[src/blmc_pkg.sv]
`default_nettype none

package blmc_pkg;

    // Widths of the configuration port and of the time base.
    localparam int CFG_INDEX_W = 8;
    localparam int CFG_DATA_W  = 16;
    localparam int TIME_W      = 32;
    localparam int LED_W       = 4;

    // Configuration register indexes.
    localparam logic [CFG_INDEX_W-1:0] CFG_SCAN_PERIOD    = 8'd0;
    localparam logic [CFG_INDEX_W-1:0] CFG_STEP_INTERVAL  = 8'd1;
    localparam logic [CFG_INDEX_W-1:0] CFG_FLASH_INTERVAL = 8'd2;
    localparam logic [CFG_INDEX_W-1:0] CFG_HOLD_TIME      = 8'd3;

    // Reset values of the configuration registers.
    localparam logic [7:0]  SCAN_PERIOD_RST    = 8'd15;
    localparam logic [15:0] STEP_INTERVAL_RST  = 16'd200;
    localparam logic [15:0] FLASH_INTERVAL_RST = 16'd140;
    localparam logic [15:0] HOLD_TIME_RST      = 16'd2000;

    // LED patterns, active low.
    localparam logic [LED_W-1:0] LED_ALL_OFF = 4'hF;
    localparam logic [LED_W-1:0] LED_ALL_ON  = 4'h0;

    typedef enum logic [1:0] {
        MODE_UP    = 2'd0,
        MODE_DOWN  = 2'd1,
        MODE_FLASH = 2'd2,
        MODE_IDLE  = 2'd3
    } mode_t;

    // Scan event handed from the scheduler and debouncers to the mode logic.
    typedef struct packed {
        logic              scan;
        logic              edge_up;
        logic              edge_down;
        logic              edge_flash;
        logic              raw_flash;
        logic [TIME_W-1:0] now;
    } scan_evt_t;

endpackage

`default_nettype wire

[src/blmc_debounce.sv]
`default_nettype none

module blmc_debounce (
    input  wire logic clk,
    input  wire logic rst_n,
    input  wire logic scan,
    input  wire logic pressed,
    output logic      rise
);

    logic [2:0] hist_reg;
    logic [2:0] hist_next;
    logic       level_reg;
    logic       level_next;

    // Shift in the new sample; hysteresis keeps the level until all samples agree.
    always_comb
    begin
        hist_next  = {hist_reg[1:0], pressed};
        level_next = (level_reg & (|hist_next)) | (&hist_next);
        rise       = scan & level_next & ~level_reg;
    end

    always_ff @(posedge clk or negedge rst_n)
    begin
        if (!rst_n)
        begin
            hist_reg  <= 3'b000;
            level_reg <= 1'b0;
        end
        else if (scan)
        begin
            hist_reg  <= hist_next;
            level_reg <= level_next;
        end
    end

endmodule

`default_nettype wire

[src/blmc_mode_ctrl.sv]
`default_nettype none

module blmc_mode_ctrl (
    input  wire logic                              clk,
    input  wire logic                              rst_n,
    input  wire blmc_pkg::scan_evt_t               evt,
    input  wire logic [15:0]                       step_interval,
    input  wire logic [15:0]                       flash_interval,
    input  wire logic [15:0]                       hold_time,
    output logic [blmc_pkg::LED_W-1:0]             led_next,
    output blmc_pkg::mode_t                        mode_next
);

    import blmc_pkg::*;

    mode_t             mode_reg;
    logic [LED_W-1:0]  led_reg;
    logic [1:0]        chase_reg;
    logic [1:0]        chase_next;
    logic              hold_pending_reg;
    logic              hold_pending_next;
    logic [TIME_W-1:0] last_update_reg;
    logic [TIME_W-1:0] last_update_next;
    logic [TIME_W-1:0] press_start_reg;
    logic [TIME_W-1:0] press_start_next;

    mode_t             mode_edge;
    logic [LED_W-1:0]  led_base;
    logic [TIME_W-1:0] held;
    logic [TIME_W-1:0] elapsed;
    logic              hold_hit;
    logic              step_hit;
    logic              flash_hit;
    logic [LED_W-1:0]  chase_pattern;

    // Elapsed-time compares run in parallel with the edge logic.
    always_comb
    begin
        held          = evt.now - press_start_reg;
        elapsed       = evt.now - last_update_reg;
        hold_hit      = held > {16'd0, hold_time};
        step_hit      = elapsed > {16'd0, step_interval};
        flash_hit     = elapsed > {16'd0, flash_interval};
        chase_pattern = ~(LED_W'(1) << chase_reg);
    end

    // Button edges, hold-to-idle, then the LED update of the resulting mode.
    always_comb
    begin
        mode_edge         = mode_reg;
        led_base          = led_reg;
        hold_pending_next = hold_pending_reg;
        press_start_next  = press_start_reg;
        last_update_next  = last_update_reg;
        chase_next        = chase_reg;

        if (evt.edge_up)
        begin
            mode_edge = MODE_UP;
        end
        if (evt.edge_down)
        begin
            mode_edge = MODE_DOWN;
        end
        if (evt.edge_flash)
        begin
            mode_edge         = MODE_FLASH;
            led_base          = LED_ALL_OFF;
            hold_pending_next = 1'b1;
            press_start_next  = evt.now;
        end
        else if (hold_pending_reg)
        begin
            // Release is seen on the raw level, not the debounced one.
            if (evt.raw_flash)
            begin
                hold_pending_next = 1'b0;
            end
            else if (hold_hit)
            begin
                hold_pending_next = 1'b0;
                mode_edge         = MODE_IDLE;
            end
        end

        mode_next = mode_edge;
        led_next  = led_base;
        case (mode_edge)
            MODE_UP:
            begin
                if (step_hit)
                begin
                    last_update_next = evt.now;
                    led_next         = chase_pattern;
                    chase_next       = chase_reg + 2'd1;
                end
            end
            MODE_DOWN:
            begin
                if (step_hit)
                begin
                    last_update_next = evt.now;
                    led_next         = chase_pattern;
                    chase_next       = chase_reg - 2'd1;
                end
            end
            MODE_FLASH:
            begin
                if (flash_hit)
                begin
                    last_update_next = evt.now;
                    led_next         = led_base ^ LED_ALL_OFF;
                end
            end
            default:
            begin
                led_next = LED_ALL_OFF;
            end
        endcase

        // Without a scan the state and the shown result stay as they are.
        if (!evt.scan)
        begin
            mode_next = mode_reg;
            led_next  = led_reg;
        end
    end

    always_ff @(posedge clk or negedge rst_n)
    begin
        if (!rst_n)
        begin
            mode_reg         <= MODE_IDLE;
            led_reg          <= LED_ALL_ON;
            chase_reg        <= 2'd0;
            hold_pending_reg <= 1'b0;
            last_update_reg  <= '0;
            press_start_reg  <= '0;
        end
        else if (evt.scan)
        begin
            mode_reg         <= mode_next;
            led_reg          <= led_next;
            chase_reg        <= chase_next;
            hold_pending_reg <= hold_pending_next;
            last_update_reg  <= last_update_next;
            press_start_reg  <= press_start_next;
        end
    end

endmodule

`default_nettype wire

[src/button_led_mode_controller.sv]
// Path: a tick beat passes the input register, then the result register, before its
// result beat leaves.
// Throughput: one tick beat per cycle; each stage holds while the stage after it stalls.
// Reset: rst_n is asynchronous, active low. It clears time, scan schedule, debouncers,
// sets mode to idle with all LEDs lit, and loads the default configuration.
`default_nettype none

module button_led_mode_controller (
    input  wire logic                                clk,
    input  wire logic                                rst_n,
    input  wire logic                                cfg_write_en,
    input  wire logic [blmc_pkg::CFG_INDEX_W-1:0]    cfg_index,
    input  wire logic [blmc_pkg::CFG_DATA_W-1:0]     cfg_data,
    input  wire logic                                in_valid,
    output logic                                     in_ready,
    input  wire logic                                incr_button_level,
    input  wire logic                                decr_button_level,
    input  wire logic                                flash_button_level,
    output logic                                     out_valid,
    input  wire logic                                out_ready,
    output logic [3:0]                               led_drive,
    output logic [1:0]                               current_mode_out
);

    import blmc_pkg::*;

    logic [7:0]        scan_period_reg;
    logic [15:0]       step_interval_reg;
    logic [15:0]       flash_interval_reg;
    logic [15:0]       hold_time_reg;

    logic              s1_valid_reg;
    logic              s1_valid_next;
    logic              s1_incr_reg;
    logic              s1_decr_reg;
    logic              s1_flash_reg;
    logic              out_valid_reg;
    logic              out_valid_next;
    logic [LED_W-1:0]  out_led_reg;
    mode_t             out_mode_reg;

    logic [TIME_W-1:0] time_count_reg;
    logic [TIME_W-1:0] next_scan_reg;

    logic              in_accept;
    logic              advance;
    logic              fire;
    logic              scan;
    logic              rise_up;
    logic              rise_down;
    logic              rise_flash;
    scan_evt_t         evt;
    logic [LED_W-1:0]  led_next;
    mode_t             mode_next;

    // Configuration regs, written only while the block is idle: user rule, not checked.
    always_ff @(posedge clk or negedge rst_n)
    begin
        if (!rst_n)
        begin
            scan_period_reg    <= SCAN_PERIOD_RST;
            step_interval_reg  <= STEP_INTERVAL_RST;
            flash_interval_reg <= FLASH_INTERVAL_RST;
            hold_time_reg      <= HOLD_TIME_RST;
        end
        else if (cfg_write_en)
        begin
            case (cfg_index)
                CFG_SCAN_PERIOD:    scan_period_reg    <= cfg_data[7:0];
                CFG_STEP_INTERVAL:  step_interval_reg  <= cfg_data;
                CFG_FLASH_INTERVAL: flash_interval_reg <= cfg_data;
                CFG_HOLD_TIME:      hold_time_reg      <= cfg_data;
                default:            ;
            endcase
        end
    end

    // Handshake: stage one moves on when the result register is free or drains.
    always_comb
    begin
        advance        = !out_valid_reg || out_ready;
        fire           = s1_valid_reg && advance;
        in_ready       = !s1_valid_reg || advance;
        in_accept      = in_valid && in_ready;
        s1_valid_next  = in_accept ? 1'b1 : (fire ? 1'b0 : s1_valid_reg);
        out_valid_next = fire ? 1'b1 : (out_ready ? 1'b0 : out_valid_reg);
    end

    always_ff @(posedge clk or negedge rst_n)
    begin
        if (!rst_n)
        begin
            s1_valid_reg  <= 1'b0;
            out_valid_reg <= 1'b0;
        end
        else
        begin
            s1_valid_reg  <= s1_valid_next;
            out_valid_reg <= out_valid_next;
        end
    end

    // Input register for the button levels of one tick beat.
    always_ff @(posedge clk)
    begin
        if (in_accept)
        begin
            s1_incr_reg  <= incr_button_level;
            s1_decr_reg  <= decr_button_level;
            s1_flash_reg <= flash_button_level;
        end
    end

    // Tick time and scan schedule.
    assign scan = fire && (time_count_reg >= next_scan_reg);

    always_ff @(posedge clk or negedge rst_n)
    begin
        if (!rst_n)
        begin
            time_count_reg <= '0;
            next_scan_reg  <= '0;
        end
        else if (fire)
        begin
            time_count_reg <= time_count_reg + TIME_W'(1);
            if (scan)
            begin
                next_scan_reg <= next_scan_reg + {24'd0, scan_period_reg};
            end
        end
    end

    // One debouncer per button; buttons are active low on the pins.
    blmc_debounce u_deb_up (
        .clk     (clk),
        .rst_n   (rst_n),
        .scan    (scan),
        .pressed (~s1_incr_reg),
        .rise    (rise_up)
    );

    blmc_debounce u_deb_down (
        .clk     (clk),
        .rst_n   (rst_n),
        .scan    (scan),
        .pressed (~s1_decr_reg),
        .rise    (rise_down)
    );

    blmc_debounce u_deb_flash (
        .clk     (clk),
        .rst_n   (rst_n),
        .scan    (scan),
        .pressed (~s1_flash_reg),
        .rise    (rise_flash)
    );

    always_comb
    begin
        evt.scan       = scan;
        evt.edge_up    = rise_up;
        evt.edge_down  = rise_down;
        evt.edge_flash = rise_flash;
        evt.raw_flash  = s1_flash_reg;
        evt.now        = time_count_reg;
    end

    blmc_mode_ctrl u_mode (
        .clk            (clk),
        .rst_n          (rst_n),
        .evt            (evt),
        .step_interval  (step_interval_reg),
        .flash_interval (flash_interval_reg),
        .hold_time      (hold_time_reg),
        .led_next       (led_next),
        .mode_next      (mode_next)
    );

    // Result register.
    always_ff @(posedge clk)
    begin
        if (fire)
        begin
            out_led_reg  <= led_next;
            out_mode_reg <= mode_next;
        end
    end

    assign out_valid        = out_valid_reg;
    assign led_drive        = out_led_reg;
    assign current_mode_out = out_mode_reg;

endmodule

`default_nettype wire

[config.mk]
export PLATFORM = sky130hd
export DESIGN_NAME = button_led_mode_controller
export DESIGN_NICKNAME = d
export VERILOG_FILES = /design/src/blmc_pkg.sv /design/src/blmc_debounce.sv /design/src/blmc_mode_ctrl.sv /design/src/button_led_mode_controller.sv
export SDC_FILE = /design/constraint.sdc
export NUM_CORES = 1
export LEC_CHECK = 0
export ABC_AREA = 1
export BUFFER_PORTS_ARGS = -buffer_cell sky130_fd_sc_hd__buf_4
export CORE_ASPECT_RATIO = 0.75
export CORE_MARGIN = 2
export CORE_UTILIZATION = 35
export DETAILED_ROUTE_END_ITERATION = 6
export SYNTH_ARGS = -nofsm -noshare
export SYNTH_HDL_FRONTEND = slang
export SYNTH_SLANG_ARGS = --single-unit
[constraint.sdc]
create_clock -name clk -period 4.7 [get_ports clk]
set_input_delay 0.235 -clock clk [delete_from_list [all_inputs] [get_ports clk]]
set_output_delay 0.235 -clock clk [all_outputs]
set_load 0.02 [all_outputs]
Word level (Yosys, flattened, before mapping)
Index checks and enable logic that the tools add are counted.
{ "word_totals": {"regBits": 213, "out_inout_bits": 8, "word_cells": 119} }
{ "classes": {"n_addsub": 6, "magnitude_cmp": 4, "eq_ne": 9, "shifts": 1, "n_mux": 26, "n_bitwise": 20, "n_reduce_logical": 28} }
{ "ops": {"columns": ["op", "n"], "rows": [
  ["32-bit by 16-bit > comparator with 1-bit output", 3],
  ["32-bit 2-to-1 mux", 2],
  ["32-bit case mux with 2 select lines", 1],
  ["32-bit subtractor", 2],
  ["32-bit by 1-bit adder with 32-bit output, second input constant", 1],
  ["32-bit by 8-bit adder with 32-bit output", 1],
  ["32-bit >= comparator", 1],
  ["2-bit 2-to-1 mux", 9],
  ["8-bit by 2-bit equality test with 1-bit output, second input constant", 2],
  ["4-bit 2-to-1 mux", 4],
  ["2-bit AND reduction", 6],
  ["1-bit AND", 9],
  ["3-bit AND reduction", 3],
  ["3-bit OR reduction", 3],
  ["8-bit by 1-bit equality test with 1-bit output, second input constant", 1],
  ["8-bit logical NOT", 1],
  ["1-bit 2-to-1 mux", 8],
  ["2-bit by 1-bit inequality test with 1-bit output, second input constant", 4],
  ["4-bit NOT", 2],
  ["4-bit case mux with 2 select lines", 1],
  ["4-bit AND reduction", 2],
  ["2-bit nonzero test", 4],
  ["1-bit NOT", 6],
  ["2-bit case mux with 2 select lines", 1],
  ["other kinds (11)", 17]
]} }

Logic depth before layout (Yosys ltp)
Gate-level depths: netlist of the first run.
{ "logic_depth": {"depth_word": 16, "mapped_depth": 30} }

Cells and area by module
Synthesis of the first run repeated with hierarchy kept, for this count alone.
{ "hier_totals": {"hier_cells": 2647, "area_unflattened_um2": 17420.5} }
{ "modules_own_cells": {"columns": ["mod", "n_inst", "cells_each", "area_each_um2", "seq_area_each_um2"], "rows": [
  ["blmc_mode_ctrl", 1, 1625, 9455.3, 1829.3],
  ["button_led_mode_controller", 1, 965, 7537.2, 3343.2],
  ["blmc_debounce", 3, 19, 142.6, 75.1]
]} }

Worst setup path before layout of the first run
No wires, ideal clock.
{ "synth_path": {"path_kind": "reg2reg", "from": "reg time_count_reg[0]", "to": "reg u_mode.last_update_reg[20]", "setup_ns": 0.117, "arrival_ns": 3.366, "required_ns": 4.583, "slack_ns": 1.217, "path_stages_with_launch": 25, "cell_sequence": "dfrtp_1 -> inv_1 -> ha_1 -> inv_1 -> fa_1 -> nand2_1 -> nor2_1 -> o21ai_0 -> nand2_1 -> nand2_1 -> nand2_1 -> xor2_1 -> ha_1 -> nand4_1 -> nor4_1 -> inv_1 -> nor2_1 -> nand4_1 -> nand2_1 -> nand3_2 -> nor2_1 -> nor2_2 -> buf_2 -> nand3_1 -> nand2_1"} }
{ "synth_between": {"elab_chain_cells": 14} }
{ "synth_rtl": {"columns": ["element", "line", "source"], "rows": [
  ["from (decl)", "button_led_mode_controller.sv:42", "logic [TIME_W-1:0] time_count_reg;"],
  ["from (signal assigned)", "button_led_mode_controller.sv:126", "time_count_reg <= time_count_reg + TIME_W'(1);"],
  ["parallel branches: the longest is 14 deep, another holds 32-bit subtractor", null, null],
  ["to (signal assigned)", "blmc_mode_ctrl.sv:146", "last_update_reg <= last_update_next;"],
  ["to (decl)", "blmc_mode_ctrl.sv:22", "logic [TIME_W-1:0] last_update_reg;"]
]} }
Parallel ways; which one is timed is not known.
A chain may end at the register's enable or synchronous reset.

Worst setup path in the final report of the first run
{ "layout_path": {"from": "reg time_count_reg[0]", "to": "reg u_mode.last_update_reg[25]"} }
Same word-level chain as after synthesis.

==> summary.txt, run 1 <==
Net switching power: 0.00631 W
Compound-Gate Fraction of Synth Area: 0.0711
Largest family of logic cells by synthesized area: simple AND/OR/NAND/NOR gates
Antenna violations before repair: 6
Avg Synthesized Cell Area: 6.87 µm²
Setup repair after global routing missed its margin: no
Core area: 47400 µm²
Hold Path Stages: 3
Slew Limit Headroom: 0.339
Final ANT Viol Nets: 0
PD cells: 659 nW/µm²
GRT overflow: 0
Leak: 10.3 nW
DRC viols: 4
Synth Flop Type: dfrtp_1
Multiplexer share of the synthesized area: 0
Via density: 4.87
Minimum clock period: 4.29 ns
Final Slew Violations: 0
Initial core utilization: 0.355
Ports: 40
Highest clock rate: 0.233 GHz
Nets: 2705
Final setup TNS: 0 ns
Dominant cells by area after synthesis: dfrtp_1 28%, nand2_1 17%, ha_1 11%
Worst r2r path cells: 24
Post-DP HPWL: 39.9 mm
DR vias: 15500
DR iter-0 viols: 1251
Syn Nets: 2638
Failing checks: DRC
Post-synthesis simple-gate area fraction: 0.331
Top-count cell post-synth: nand2_1
Switch share: 0.506
Ratio of cells with drive above 1 in the final layout: 0.0938
Gr usage total: 0.200
Largest net degree at the start of global routing: 109
Mapped Cells: 2452
First-pass GRT wire length: 80.4 mm
Port Buf Inserts: 39
Sequential share of power: 0.198
WHS: 0.0889 ns
Reg clk slew, reported paths: 0.06 ns
Antenna Diode Count: 0
Combinational share of power: 0.645
Root buffer cell: clkbuf_16
H-tree Lvls: 1
Post-Synth XOR/XNOR Area: 0.0442
Synth Register Bits: 213
Arrival @ worst endpoint: 4.71 ns
Number of global-route vias before repair: 14900
Die W: 257 µm
Mapped Area: 16800 µm²
Synthesis warning total: 0
Internal cell power: 0.00616 W
Crit Path Class: reg2reg
Worst-case clock buffer depth: 3
Post-synth EDFFs: 9
CTS tree: done
Asr flop ratio synth: 0.958
WL/cell: 15.7 µm
Worst Tran Pin Value: 0.990 ns
CTS Buf Count: 24
Post-synth top area share: 0.276
DRT Pass-1 Iters: 7
Crit path capture type: register
Distinct cell type count after synthesis: 46
Num rows: 69
Required time of the critical path: 5.12 ns
Fin. Hold Viols: 0
Worst-path fanout max: 32
Clock power share: 0.157
Adder-Cell Fraction of Synth Area: 0.116
Final wirelength: 49.8 mm
Fin crit share: 0.912
TritonCTS Sinks: 213
Die Area: 49900 µm²
Area grow syn2layout: 12.4%
MaxCap Viol Count: 0
Critical Path Start Type: register
Final Power: 0.0125 W
Final Util: 0.399
Synth cell count leaders: 769 x nand2_1, 464 x inv_1, 186 x dfrtp_1, 161 x nand3_1, 151 x ha_1
Worst hold path type: in2reg
Clock latency on the worst-skew pair: 0.55 ns
Clock skew: 0.0194 ns
Final GP Congestion: 0.928
Setup violators final: 0
Peak supply drop: 321 µV
Die height: 194 µm
Sequential area share after synthesis: 0.321
Outcome: complete, but fails checks
Area leader, netlist: dfrtp_1
-- critical path: stages (launching register included) --
cell and delay (ns):
dfrtp_1 0.42, inv_1 0.18, ha_1 0.18, inv_1 0.10, fa_2 0.42, nand2_1 0.08
nor2_1 0.05, o21ai_0 0.15, nand2_1 0.16, nand2_1 0.10, nand2_1 0.08, xor2_1 0.18
ha_1 0.30, nand4_1 0.15, nor4_2 0.24, inv_1 0.07, nor2_1 0.09, nand4_1 0.11
nand2_2 0.20, nand3_4 0.23, nor2_2 0.20, nor2_2 0.04, buf_4 0.25, nand3_1 0.11
nand2_1 0.06
-- worst paths after layout --
check	slack (ns)	to	start
max reg2reg	0.41	u_mode.last_update_reg[25]	time_count_reg[0]
min reg2reg	0.47	next_scan_reg[31]	next_scan_reg[31]
min	0.09	flash_interval_reg[0]	cfg_data[0]
max in group asynchronous	3.04	u_mode.press_start_reg[27]	rst_n
max	0.41	u_mode.last_update_reg[25]	time_count_reg[0]
min in group asynchronous	0.40	next_scan_reg[1]	rst_n
-- layout make-up --
class | count | area [µm²]
Fill cell | 4989 | 28500
Multi-Input combinational cell | 1729 | 9540
Sequential cell | 213 | 5400
Inverter | 476 | 1790
Tap cell | 639 | 800
Clock buffer | 35 | 693
Timing Repair Buffer | 75 | 609
Clock inverter | 9 | 108
-- cell families (layout without fill, tap and decap cells) --
kind of cell	after synthesis	after routing
and+or+nand+nor	1261	1262
adders and majority gates	154	154
buffers and inverters	511	595
AOI/OAI and AO/OA	228	228
DFF	213	213
xor gates and xnor gates	85	85
-- stage by stage --
step / setup WS [ns] / cells / cell area [µm²]
2_1_floorplan: 1.22 / 2452 / 16800
3_3_place_gp: 0.225 / 3123 / 18000
3_5_place_dp: 0.199 / 3123 / 18000
4_1_cts: 0.207 / 3173 / 18800
5_1_grt: 0.00369 / 3176 / 18900
6_report: 0.415 / 3176 / 18900
-- layout by cell type (no fill, tap or decap), types with 3 or more instances in the layout --
master	count
buf_4	66
nand2_8	3
ha_1	151
nand4_1	33
clkbuf_8	4
nor3_2	4
and2_1	6
xnor2_1	6
nor2_2	23
nor4_2	3
dlygate4sd3_1	6
clkbuf_1	7
o21a_1	6
nand3_1	161
nor3_1	26
or2_2	6
clkinv_2	4
nand2_2	19
nor2_1	149
a21oi_1	91
o21ai_0	118
clkbuf_16	25
inv_2	9
o21bai_1	6
nand3b_1	6
nand2_1	768
edfxtp_1	9
dfstp_2	18
xor2_1	79
dfrtp_1	186
nor4_1	6
nor2_4	4
inv_1	464
nand3_2	35
-- power by group through the flow --
| stage | combinational (W) | sequential, W | clock, W |
|---|---|---|---|
| final | 0.00804 | 0.00247 | 0.00196 |
| after global routing | 0.00920 | 0.00252 | 0.00208 |
| after CTS | 0.00793 | 0.00246 | 0.00200 |
| after detailed placement | 0.00784 | 0.00250 | 0 |
| after global placement | 0.00771 | 0.00248 | 0 |
| after floorplan | 0.00577 | 0.00248 | 0 |
-- layer usage --
layer | vias to the layer above | share of wire | track usage
met5 | - | 0 | 0
met4 | 0 | 0.014 | 0.0334
met3 | 52 | 0.071 | 0.0388
met2 | 394 | 0.38 | 0.273
met1 | 7238 | 0.54 | 0.322
li1 | 7794 | - | -
-- repair_timing --
item | CTS | global route
hold buffers | 6 | 0
buffers inserted | 0 | 2
hold endpoints to repair | 101 | 0
gates resized for setup | 0 | 9
endpoints found under the setup margin | 0 | 35
(Power assumes the default switching activity.)
==> run 2: changes to the inputs <==
Settings changed: CTS_BUF_LIST set to sky130_fd_sc_hd__clkbuf_4 sky130_fd_sc_hd__clkbuf_8.
==> summary.txt, run 2 (same netlist as run 1, synthesis figures left out) <==
WL/cell: 15.6 µm (-0.63%)
Worst r2r path cells: 27 (+13%)
Final wirelength: 50.0 mm (+0.25%)
Arrival @ worst endpoint: 4.68 ns (-0.03 ns)
R2r startpoint: time_count_reg[1]
Initial core utilization: 0.355 (unchanged)
Internal cell power: 0.00607 W (-1.4%)
Nets: 2720 (+0.55%)
Required time of the critical path: 5.16 ns (+0.04 ns)
Ports: 40 (unchanged)
Die height: 194 µm (unchanged)
DR vias: 15500 (+0.28%)
Final Power: 0.0124 W (-0.49%)
Root buffer cell: clkbuf_8
Hold Startpoint: cfg_data[0]
Critical Path Start Type: register
Clock latency on the worst-skew pair: 0.57 ns (+0.02 ns)
CTS tree: done
Final setup TNS: 0 ns (unchanged)
DRC viols: 0 (-4)
RR Endpoint: u_mode.last_update_reg[6]
Switch share: 0.511 (+0.00444)
Crit path capture type: register
Outcome: completed
Final worst slack: 0.483 ns (+0.0684 ns)
Slew Limit Headroom: 0.327 (-0.0119)
Number of global-route vias before repair: 15000 (+0.86%)
H-tree Lvls: 2 (+1)
Area grow syn2layout: 12.6%
Cell mode on critical path: nand2_1
Worst-case clock buffer depth: 3 (unchanged)
Crit Path Class: reg2reg
Minimum clock period: 4.22 ns (-0.0684 ns)
Ratio of cells with drive above 1 in the final layout: 0.106 (+0.0119)
Worst hold path type: in2reg
Net switching power: 0.00634 W (+0.38%)
Clock skew: 0.0343 ns (+0.0148 ns)
Highest clock rate: 0.237 GHz (+1.6%)
Setup violators final: 0 (unchanged)
Hold Path Stages: 3 (unchanged)
Leak: 10.3 nW (+0.44%)
Num rows: 69 (unchanged)
Fin crit share: 0.897 (-0.0145)
Clock power share: 0.155 (-0.002)
Worst stage delay on the critical path: 0.53 ns (+0.11 ns)
Reg clk slew, reported paths: 0.06 ns (about the same)
WHS: 0.0666 ns (-0.0222 ns)
Post-place setup slack: 0.199 ns (unchanged)
Antenna violations before repair: 6 (unchanged)
Fin. Hold Viols: 0 (unchanged)
DR iter-0 viols: 1186 (-5.2%)
Gr usage total: 0.201 (+0.000849)
Post-DP HPWL: 39.9 mm (unchanged)
Combinational share of power: 0.646 (about the same)
Worst Tran Pin Value: 1.01 ns (+0.0179 ns)
Commonest non-fill, non-tap cell in the layout: nand2_1
CP max-delay cell: dfrtp_1
Die Area: 49900 µm² (unchanged)
Worst-path fanout max: 17 (-47%)
Via density: 4.84 (-0.60%)
DRT Pass-1 Iters: 5 (-2)
Sequential share of power: 0.199 (about the same)
MaxCap Viol Count: 0 (unchanged)
Peak supply drop: 291 µV (-9.5%)
Final ANT Viol Nets: 0 (unchanged)
Final Slew Violations: 0 (unchanged)
Setup repair after global routing missed its margin: no
WHS Endpoint: flash_interval_reg[0]
Most frequent cells in the layout: 768 x nand2_1, 463 x inv_1, 186 x dfrtp_1, 161 x nand3_1, 151 x ha_1
Die W: 257 µm (unchanged)
PD cells: 654 nW/µm² (-0.66%)
Port Buf Inserts: 39 (unchanged)
Largest net degree at the start of global routing: 109 (unchanged)
CTS Buf Count: 38 (+58%)
Post-layout instance area: 19000 µm² (+0.17%)
TritonCTS Sinks: 213 (unchanged)
Core area: 47400 µm² (unchanged)
Final GP Congestion: 0.928 (unchanged)
Dpl cell area: 18000 µm² (unchanged)
First-pass GRT wire length: 80.4 mm (+0.11%)
GRT overflow: 0 (unchanged)
R2R Setup Slk: 0.48 ns (+0.07 ns)
-- run 2: power groups by stage --
stage | combinational, W | sequential, W | clock, W
after detailed placement | 0.00784 | 0.00250 | 0
after floorplan | 0.00577 | 0.00248 | 0
after CTS | 0.00790 | 0.00247 | 0.00196
after global placement | 0.00771 | 0.00248 | 0
after global routing | 0.00918 | 0.00252 | 0.00204
final | 0.00802 | 0.00247 | 0.00192
-- run 2: final cells by class --
cell class | count | area [µm²]
fill | 5002 | 28400
multi-input combinational | 1729 | 9530
sequential | 213 | 5400
inverter | 476 | 1790
tap | 639 | 800
clock buffer | 52 | 678
timing repair buffer | 76 | 619
clock inverter | 17 | 149
antenna | 2 | 5.00
-- run 2: worst max-delay path, delay by kind of cell, from the launching register on --
| family | cells | cell delay, ns |
|---|---|---|
| DFF | 1 | 0.53 |
| xor gates and xnor gates | 1 | 0.09 |
| buffers and inverters | 3 | 0.39 |
| and+or+nand+nor | 21 | 2.34 |
| adders and majority gates | 2 | 0.77 |
-- run 2: metrics by stage --
stage                     std cells  utilization
after global placement         3123        0.379
after CTS                      3199        0.398
after floorplan                2452            -
after detailed placement       3123        0.379
after global routing           3202        0.400
final                          3204        0.400
-- run 2: routing by layer --
metal	vias up	GRT usage	part of all wire
met3	65	0.0359	0.070
met2	397	0.273	0.38
met4	0	0.0435	0.016
li1	7826	-	-
met5	-	0	0
met1	7233	0.323	0.54
-- run 2: worst max-delay path by stage --
stage,cells past startpoint,start,endpoint
finish,27,time_count_reg[1],u_mode.last_update_reg[6]
global route,28,time_count_reg[6],u_mode.last_update_reg[30]
CTS,23,time_count_reg[0],u_mode.chase_reg[1]
detailed placement,23,time_count_reg[0],u_mode.chase_reg[1]
global placement,22,time_count_reg[0],u_mode.last_update_reg[31]
floorplan,24,time_count_reg[0],u_mode.last_update_reg[20]
-- run 2: repair_timing --
action                                  in CTS  in global routing
setup buffers                                0                  2
hold buffers                                 7                  0
gates resized for setup                      0                  9
endpoints found under the setup margin       0                 35
hold endpoints to repair                   101                  0
==> run 3: changes to the inputs <==
Settings changed: CELL_PAD_IN_SITES_DETAIL_PLACEMENT set to 0, CELL_PAD_IN_SITES_GLOBAL_PLACEMENT set to 1, PLACE_DENSITY_LB_ADDON set to 0.1.
==> summary.txt, run 3 (same netlist as run 1, synthesis figures left out) <==
DR vias: 15200 (-2.0%)
Multi-input logic area: 9550 µm² (+0.22%)
Critical Path Start Type: register
Met1 GRT Util: 0.331 (+0.00847)
Met3 usage: 0.0332 (-0.00275)
Final ANT Viol Nets: 0 (unchanged)
Final wirelength: 52.7 mm (+5.5%)
Highest clock rate: 0.232 GHz (-2.3%)
R2R Setup Slk: 0.38 ns (-0.10 ns)
DRC viols: 0 (unchanged)
Initial core utilization: 0.355 (unchanged)
Crit Path Class: reg2reg
Clock skew: 0.0578 ns (+0.0235 ns)
Crit path capture type: register
Clock latency on the worst-skew pair: 0.61 ns (+0.04 ns)
Worst hold path type: in2reg
Fin. Hold Viols: 0 (unchanged)
DRT Pass-1 Iters: 5 (unchanged)
Die W: 257 µm (unchanged)
Cell mode on critical path: nand2_1
Final Slew Violations: 0 (unchanged)
Worst Tran Pin Value: 0.958 ns (-0.0491 ns)
H-tree Lvls: 2 (unchanged)
Post-DP HPWL: 42.5 mm (+6.4%)
Worst-path fanout max: 18 (+1)
Port Buf Inserts: 39 (unchanged)
CTS tree: done
Area grow syn2layout: 13.7%
GRT overflow: 0 (unchanged)
Hold Startpoint: cfg_data[7]
Commonest non-fill, non-tap cell in the layout: nand2_1
Net switching power: 0.00635 W (+0.14%)
CP Cell Sequence: inv_1 > fa_1 > inv_1 > nand2_1 > nand2_1 > and2_1 > xor2_1 > ha_1 > nand2_1 > nor3_1 > nand4_1 > nand2_1 > nand3_1 > nor2_1 > nand2_1 > nor2_2 > nand2_1 > nand2_2 > nand3_4 > nor2_4 > buf_12 > nand2_8 > nand3_1 > nand2_1
Clock power share: 0.163 (+0.008)
DR iter-0 viols: 1003 (-15%)
Sequential cell area: 5400 µm² (unchanged)
Ports: 40 (unchanged)
Number of global-route vias before repair: 14800 (-1.4%)
Peak supply drop: 236 µV (-19%)
Root buffer cell: clkbuf_8
Nets: 2734 (+0.51%)
Largest net degree at the start of global routing: 104 (-4.6%)
R2r startpoint: time_count_reg[1]
PD cells: 653 nW/µm² (-0.16%)
Worst r2r path cells: 24 (-11%)
Hold Path Stages: 3 (unchanged)
Final GP Congestion: 0.878 (-5.4%)
FILL cells: 5113 (+2.2%)
Worst stage delay on the critical path: 0.56 ns (+0.03 ns)
Dpl cells: 3122 (-0.032%)
Sequential share of power: 0.200 (about the same)
Non-Filler Instances: 3217 (+0.41%)
Required time of the critical path: 5.15 ns (about the same)
Delay-heaviest family, CP: simple AND/OR/NAND/NOR gates
Worst-case clock buffer depth: 3 (unchanged)
Leak: 10.4 nW (+0.94%)
Slew Limit Headroom: 0.360 (+0.0328)
CTS Buf Count: 40 (+5.3%)
Reg clk slew, reported paths: 0.06 ns (about the same)
Minimum clock period: 4.32 ns (+0.0988 ns)
Gr usage total: 0.212 (+0.0112)
Ratio of cells with drive above 1 in the final layout: 0.105 (-0.000922)
Met2 Use GR: 0.301 (+0.0283)
Most frequent cells in the layout: 768 x nand2_1, 463 x inv_1, 186 x dfrtp_1, 161 x nand3_1, 151 x ha_1
Antenna violations before repair: 0 (-6)
Fin crit share: 0.918 (+0.0210)
Setup violators final: 0 (unchanged)
CP max-delay cell: dfrtp_1
Global route hottest layer: met1
Internal cell power: 0.00617 W (+1.5%)
Outcome: completed
WHS: 0.0473 ns (-0.0193 ns)
WL/cell: 16.4 µm (+5.0%)
WP buf/inv: 3 (unchanged)
Arrival @ worst endpoint: 4.76 ns (+0.08 ns)
Core area: 47400 µm² (unchanged)
Combinational share of power: 0.636 (-0.010)
RR Endpoint: u_mode.last_update_reg[31]
MaxCap Viol Count: 0 (unchanged)
Switch share: 0.507 (-0.00347)
WHS Endpoint: step_interval_reg[7]
TritonCTS Sinks: 213 (unchanged)
Via density: 4.73 (-2.4%)
Die Area: 49900 µm² (unchanged)
First-pass GRT wire length: 82.9 mm (+3.0%)
Die height: 194 µm (unchanged)
Num rows: 69 (unchanged)
-- run 3: cell count changes in the layout (fill, tap and decap cells not counted), moves of 2 or more --
| cell | before | now |
|---|---|---|
| clkinv_1 | 2 | 4 |
| clkbuf_4 | 6 | 10 |
| nor2_2 | 23 | 21 |
| clkinv_2 | 11 | 7 |
| clkinvlp_4 | 4 | 1 |
| dlygate4sd3_1 | 7 | 17 |
| nor2_4 | 4 | 7 |
-- run 3: worst register-to-register path: stages (launching register included) --
cell and delay [ns]:
dfrtp_1 0.56, inv_1 0.15, fa_1 0.48, inv_1 0.13, nand2_1 0.06, nand2_1 0.07
and2_1 0.21, xor2_1 0.11, ha_1 0.28, nand2_1 0.06, nor3_1 0.34, nand4_1 0.17
nand2_1 0.11, nand3_1 0.08, nor2_1 0.08, nand2_1 0.06, nor2_2 0.14, nand2_1 0.08
nand2_2 0.11, nand3_4 0.18, nor2_4 0.20, buf_12 0.15, nand2_8 0.14, nand3_1 0.16
nand2_1 0.05
-- run 3: per-layer routing --
layer / vias up / routed length, µm
met5: - / 0
met4: 0 / 984
met3: 61 / 2240
met2: 256 / 21000
met1: 7042 / 28400
li1: 7852 / -
-- run 3: power by group through the flow --
stage	Combinational, W	Clock, W	Sequential (W)
after floorplan	0.00577	0	0.00248
after global placement	0.00784	0	0.00252
after detailed placement	0.00785	0	0.00253
after CTS	0.00791	0.00210	0.00250
after global routing	0.00920	0.00219	0.00255
final	0.00796	0.00205	0.00250
-- run 3: stage by stage --
| stage | setup WS, ns | TNS (ns) | power (W) | cell area [µm²] | utilization |
|---|---|---|---|---|---|
| 2_1_floorplan | 1.22 | 0 | 0.00825 | 16800 | - |
| 4_1_cts | 0.0159 | 0 | 0.0125 | 19000 | 0.402 |
| 3_3_place_gp | 0.0324 | 0 | 0.0104 | 18000 | 0.379 |
| 6_report | 0.384 | 0 | 0.0125 | 19200 | 0.404 |
| 5_1_grt | -0.00886 | -0.00886 | 0.0139 | 19100 | 0.404 |
| 3_5_place_dp | -0.105 | -2.41 | 0.0104 | 18000 | 0.379 |
-- run 3: how the worst max path moves through the flow --
stage                                 end               from  slack [ns]  cells after the start
6_report       u_mode.last_update_reg[31]  time_count_reg[1]        0.38                     24
5_1_grt         u_mode.last_update_reg[0]  time_count_reg[0]      -0.009                     28
4_1_cts        u_mode.last_update_reg[27]  time_count_reg[0]        0.02                     22
3_5_place_dp   u_mode.last_update_reg[18]  time_count_reg[0]       -0.10                     22
3_3_place_gp   u_mode.last_update_reg[24]  time_count_reg[0]        0.03                     22
2_1_floorplan  u_mode.last_update_reg[20]  time_count_reg[0]        1.22                     24
-- run 3: timing repair --
action / CTS / global route
setup buffers: 0 / 4
hold endpoints to repair: 130 / 0
gates cloned: 0 / 2
pin swaps: 0 / 4
hold buffers: 17 / 0
endpoints found under the setup margin: 32 / 38
resized for setup: 1 / 10
-- run 3: cell type report --
class,instances,share of cell area
diodes,2,0.000261
clock buffers,57,0.0377
clock inverters,13,0.00791
inverters,476,0.0934
multi-input cells,1730,0.499
flip-flops and latches,213,0.282
well taps,639,0.0417
repair buffers,87,0.0386
